### src/rtl/core/rip_pkg.sv
package rip_pkg;

   // input word modes
   localparam logic [1:0] MODE_CLEAR  = 2'd0;
   localparam logic [1:0] MODE_APPEND = 2'd1;
   localparam logic [1:0] MODE_QUERY  = 2'd2;

   localparam int AREA_BITS = 41;

   // per-edge operation sequence: 16 issued ops, then the pipeline drains
   localparam int         OP_BITS  = 5;
   localparam logic [4:0] OP_COUNT = 5'd16;
   localparam logic [4:0] OP_LAST  = 5'd17;

   // operation groups, upper two bits of the op code
   localparam logic [1:0] OPG_SIDE  = 2'd0;
   localparam logic [1:0] OPG_RAY   = 2'd1;
   localparam logic [1:0] OPG_RECT0 = 2'd2;
   localparam logic [1:0] OPG_RECT1 = 2'd3;

   typedef struct packed {
      logic       valid;
      logic [3:0] op;
   } op_tag_type;

endpackage

### src/rtl/core/rip_mul_unit.sv
// two products and their difference, p*q - r*s, two stage pipeline
module rip_mul_unit #(
   parameter int DW = 22
) (
   input  logic                     clock,
   input  logic                     reset,
   input  rip_pkg::op_tag_type      tag_in,
   input  logic signed [DW-1:0]     op_p,
   input  logic signed [DW-1:0]     op_q,
   input  logic signed [DW-1:0]     op_r,
   input  logic signed [DW-1:0]     op_s,
   output rip_pkg::op_tag_type      tag_out,
   output logic signed [2*DW:0]     diff
);

   logic signed [2*DW-1:0] pq_ff, pq_in;
   logic signed [2*DW-1:0] rs_ff, rs_in;
   logic signed [2*DW:0]   diff_ff, diff_in;
   rip_pkg::op_tag_type    tag1_ff, tag2_ff;

   always_comb begin
      pq_in   = op_p * op_q;
      rs_in   = op_r * op_s;
      diff_in = {pq_ff[2*DW-1], pq_ff} - {rs_ff[2*DW-1], rs_ff};
   end

   always_ff @(posedge clock) begin
      if (reset) begin
         tag1_ff <= '0;
         tag2_ff <= '0;
      end else begin
         tag1_ff <= tag_in;
         tag2_ff <= tag1_ff;
      end
      pq_ff   <= pq_in;
      rs_ff   <= rs_in;
      diff_ff <= diff_in;
   end

   assign tag_out = tag2_ff;
   assign diff    = diff_ff;

endmodule

### config.mk
export PLATFORM = sky130hd
export DESIGN_NAME = rip_mul_unit
export DESIGN_NICKNAME = d
export VERILOG_FILES = /design/src/rtl/core/rip_pkg.sv /design/src/rtl/core/rip_mul_unit.sv
export SDC_FILE = /design/constraint.sdc
export NUM_CORES = 2
export LEC_CHECK = 0
export ABC_AREA = 1
export BUFFER_PORTS_ARGS = -buffer_cell sky130_fd_sc_hd__buf_2
export CAP_MARGIN = 20
export CORE_MARGIN = 5
export CORE_UTILIZATION = 60
export DETAILED_ROUTE_END_ITERATION = 6
export HOLD_SLACK_MARGIN = 0.08
export PLACE_DENSITY = 0.77
export SLEW_MARGIN = 20
export SYNTH_ARGS = -nofsm -noshare
export SYNTH_HDL_FRONTEND = slang
export SYNTH_SLANG_ARGS = --single-unit
### constraint.sdc
create_clock -name clock -period 9.34 [get_ports clock]
set_input_delay 0.467 -clock clock [delete_from_list [all_inputs] [get_ports clock]]
set_output_delay 0.467 -clock clock [all_outputs]
set_load 0.05 [all_outputs]
[Word-level counts from Yosys, hierarchy flattened]
Cells that the tools add are included.
Word-level totals
  flip-flop bits (word level): 143
  bits in latches: 0
  bits in writable memories: 0
  memory bits (read-only): 0
  input bits: 95
  memories: 0
Operators by class
  add/subtract/negate cells: 1
  multiply operators: 2
  div/mod/pow operators: 0
  $lt $le $gt $ge: 0
  eq/ne operators: 0
  shift-type cells: 0
  muxes and demuxes: 0
  bitwise logic cells: 0
  reduce and logical (&&, ||, !) cells: 0
Operator list (count)
  $mul A22 B22 Y44: 2
  $sub A44 B44 Y45: 1

[Logic depth before layout (Yosys ltp)]
  depth after elaboration: 1
  mapped depth: 30
  depth with buffers taken out: 29

[Worst setup path before layout]
OpenSTA, ideal clock, no wires.
  path kind: input port to flip-flop
  start: input op_p[21]
  end: register pq_ff[43]
  arrival: 6.230 ns
  data required time: 9.282 ns
  slack: 3.052 ns
  cell stages on the path: 24
  buffers on the path: 1
  cells stage by stage: clkbuf_1 nand2_1 inv_1 fa_1 fa_1 inv_1 fa_1 inv_1 fa_1 fa_1 inv_1 fa_1 fa_1 inv_1 ha_1 nand2_1 nor2_1 nand2_1 nor2_4 nand2_1 nor2_1 nand3b_1 nand2_1 nand2_1
Between the ends
  cells in the longest elaborated chain, start to end: 1
Ends and longest elaborated chain
  start: declaration: line rip_mul_unit.sv:8  | input logic signed [DW-1:0] op_p,
  $mul A22 B22 Y44: line rip_mul_unit.sv:22  | pq_in = op_p * op_q;
  via pq_in[43]: line rip_mul_unit.sv:16  | logic signed [2*DW-1:0] pq_ff, pq_in;
  end signal: assignment: line rip_mul_unit.sv:35  | pq_ff <= pq_in;
  end: declaration: line rip_mul_unit.sv:16
The timed path passes the listed nets, and every way through them passes these cells.
A chain may end at the register's enable or synchronous reset.

[Worst setup path after layout]
  start: input op_q[1]
  end: register pq_ff[41]
Between the ends
  cells in the longest elaborated chain, start to end: 1
Ends and longest elaborated chain
  start: declaration: line rip_mul_unit.sv:9  | input logic signed [DW-1:0] op_q,
  $mul A22 B22 Y44: line rip_mul_unit.sv:22
  via pq_in[41]: line rip_mul_unit.sv:16
The timed path passes the listed nets, and every way through them passes these cells.

==> metrics <==
WHS Endpoint=tag1_ff[4]; Die ar.=0.0812 mm^2; Die Height=285 um; asr flop ratio synth=0%; gr ovfl total=0; CP Launch Type=primary input; Synth Flop Type=dfxtp_1; Rows=100; post-route cell area=0.0472 mm^2; pin count of the biggest net entering global routing=23; vias post-DR=36500; hold path startpoint=tag_in[4]; ratio of cells with drive above 1 in the final layout=4.25%; footprint of the multi-input gates=0.0349 mm^2; sequential fraction of the synthesis area=6.31%; post-layout util=63.2%; Core Area=0.0747 mm^2; Post-CTS Hold Fix Bufs=0; Final Net Count=7429; starting density of the core=60.7%; slowest CP cell=fa_1; Max clock buf depth=2; Tot GR Track Use=30.4%; Via-to-Cell Ratio=5.21; vias in the first global route=39000; Die X=285 um; most frequent CP cell=fa_1; RSZ-0062 raised after global routing=false; Final setup viols=0; Sinks on Clock Net=143; I/O Pins=145; failing checks=DRC; period utilization=72.7%; CP endpoint kind=flop; storage element area=0.00286 mm^2; Layout area overhead=4.05%; syn nets=7442; Yosys top cell area share=44.3%; CP peak stage delay=0.94 ns; TNS Setup=0 ns; CP Data Arrival Time=7.13 ns; CTS tree=built; EDFF count, synth=0; Synth Warn #=0; WP data required=9.68 ns; HP Class=primary input to flop; maximum clock rate=0.147 GHz; Setup CP Type=primary input to flop; Yosys reg bits=143; post-synth top area cell=fa_1; Reg clk slew, reported paths=0.07 ns; first-pass GRT wire length=198 mm; DRT iter0 DRCs=2815; setup slack, reg-to-reg=7.02 ns; status=complete, but fails checks; # Max-Cap Violations=0; minimum clock period=6.79 ns; Clock Skews=0.0128 ns; Rel. slew slack=35.5%; Num CTS Buffers=17; Pre-Repair DR Iteration Count=7; dpl hpwl=101 mm; I/O Buffers=144; worst skew pair latency=0.44 ns; cell depth of the worst flop-to-flop path=10; postcts setup bufs=0; FF-to-FF End=diff[28]; Worst Hold Path Cells=3; Routed wire per std cell=17.1 um; DRT antenna net count=0; Netlist cell types=33; Least-Margin Pin Slew=0.966 ns; Cell Area, Synth=0.0453 mm^2; top post-synthesis cells by area=fa_1, inv_1, nand2_1, ha_1, dfxtp_1; clock root buffer=clkbuf_16; # DRC=3; post-CTS sizing=0; Final Hold Viols=0; Fillers=6615; routability cong.=0.961; H-tree levels=4; antenna violations before repair=2; Mapped Avg Cell Area=7.52 um^2; Post-Route WL=120 mm; post-placement cell area=0.0466 mm^2; Post-Synthesis Cells=6030; start of the worst register-to-register path=pq_ff[0]; CP cell instances=buf_2 -> nand2_1 -> inv_1 -> fa_1 -> fa_1 -> inv_1 -> fa_1 -> inv_1 -> fa_1 -> fa_1 -> fa_1 -> inv_1 -> fa_1 -> inv_1 -> ha_1 -> nand2_1 -> nor2_1 -> inv_1 -> o21ai_0 -> a21oi_1 -> nand4_1 -> nand2_1; CP max FO=22; Slew Viols, Final=0
==> synth_stat cells (3+ instances only) <==
master	number
a21oi_1	115
or2_2	12
fa_1	1003
inv_1	1847
o21bai_2	4
a21oi_2	5
ha_1	314
xor2_1	56
o21bai_1	21
o21ai_0	38
xnor2_1	29
nand2_1	1762
nand3_2	14
nand4_1	35
nor2_4	3
nor2_1	277
nand2_2	15
nand3_1	117
dfxtp_1	143
nor2_2	19
nand3b_1	8
clkbuf_1	177
==> worst max-delay path: cells and delay by family <==
family	cells	cell delay, ns
compound gates	2	0.46
fa+ha+maj	8	4.36
buf+inv	7	1.16
simple gates	5	0.67
==> kinds of logic after synthesis <==
kind of cell / count (synthesis) / synth area share [%]
buffers and inverters: 2024 / 16.8
AOI/OAI and AO/OA: 191 / 2.40
xor gates and xnor gates: 85 / 1.64
adders and majority gates: 1317 / 53.0
DFF: 143 / 6.31
and+or+nand+nor: 2270 / 19.9
==> layout by cell type, fill, tap and decap left out, types with 3 or more instances in the layout <==
master,Yosys,final
a21oi_1,115,115
clkinv_4,0,3
clkinv_2,0,6
o21bai_1,21,21
o21bai_2,4,4
o21ai_0,38,38
dfxtp_1,143,143
clkinvlp_4,0,3
nand3b_1,8,8
nand3_2,14,14
nand2_2,15,15
nor2_4,3,3
nor2_2,19,19
nand2_1,1762,1762
xor2_1,56,56
fa_1,1003,1003
nand4_1,35,35
ha_1,314,314
xnor2_1,29,29
a21oi_2,5,5
clkbuf_16,0,17
nor2_1,277,277
or2_2,12,12
inv_1,1847,1847
buf_2,0,144
nand3_1,117,117
==> cell type report <==
| cell class | count | share of cell area (%) |
|---|---|---|
| timing repair buffer | 145 | 1.54 |
| sequential | 143 | 6.07 |
| clock inverter | 14 | 0.249 |
| tap | 969 | 2.57 |
| multi-input combinational | 3863 | 73.9 |
| inverter | 1847 | 14.7 |
| clock buffer | 18 | 0.931 |
| antenna | 1 | 0.00530 |
==> sequential cells by signal, summed over array words and instances, names as in the netlist <==
register and count:
tag_out 5, tag1_ff 5, pq_ff 44, diff 45, rs_ff 44
==> metal layers <==
| layer | vias up | part of all wire (%) | GRT usage [%] |
|---|---|---|---|
| met4 | 0 | 3.3 | 9.36 |
| met2 | 1643 | 47 | 50.6 |
| li1 | 16800 | - | - |
| met5 | - | 0 | 0 |
| met3 | 310 | 8.7 | 5.22 |
| met1 | 17700 | 41 | 41.2 |
==> stage by stage <==
step / setup WS [ns] / instances / hold WS, ns
2_1_floorplan: 3.05 / 6030 / 0.388
3_3_place_gp: 2.32 / 6967 / 0.389
3_5_place_dp: 2.14 / 6967 / 0.392
4_1_cts: 2.55 / 6999 / 0.239
5_1_grt: 2.13 / 7000 / 0.245
6_report: 2.55 / 7000 / 0.241
==> how the worst max path moves through the flow <==
stage | startpoint | end | slack [ns] | depth (start not counted)
floorplan | op_p[21] | pq_ff[43] | 3.05 | 24
global placement | op_q[1] | pq_ff[43] | 2.32 | 24
detailed placement | op_q[1] | pq_ff[41] | 2.14 | 22
CTS | op_q[1] | pq_ff[41] | 2.55 | 22
global route | op_q[1] | pq_ff[41] | 2.13 | 22
finish | op_q[1] | pq_ff[41] | 2.55 | 22
Power is left out: the tool's default activity adds up to more than one toggle a clock period on the data nets, which glitch-free logic cannot reach.
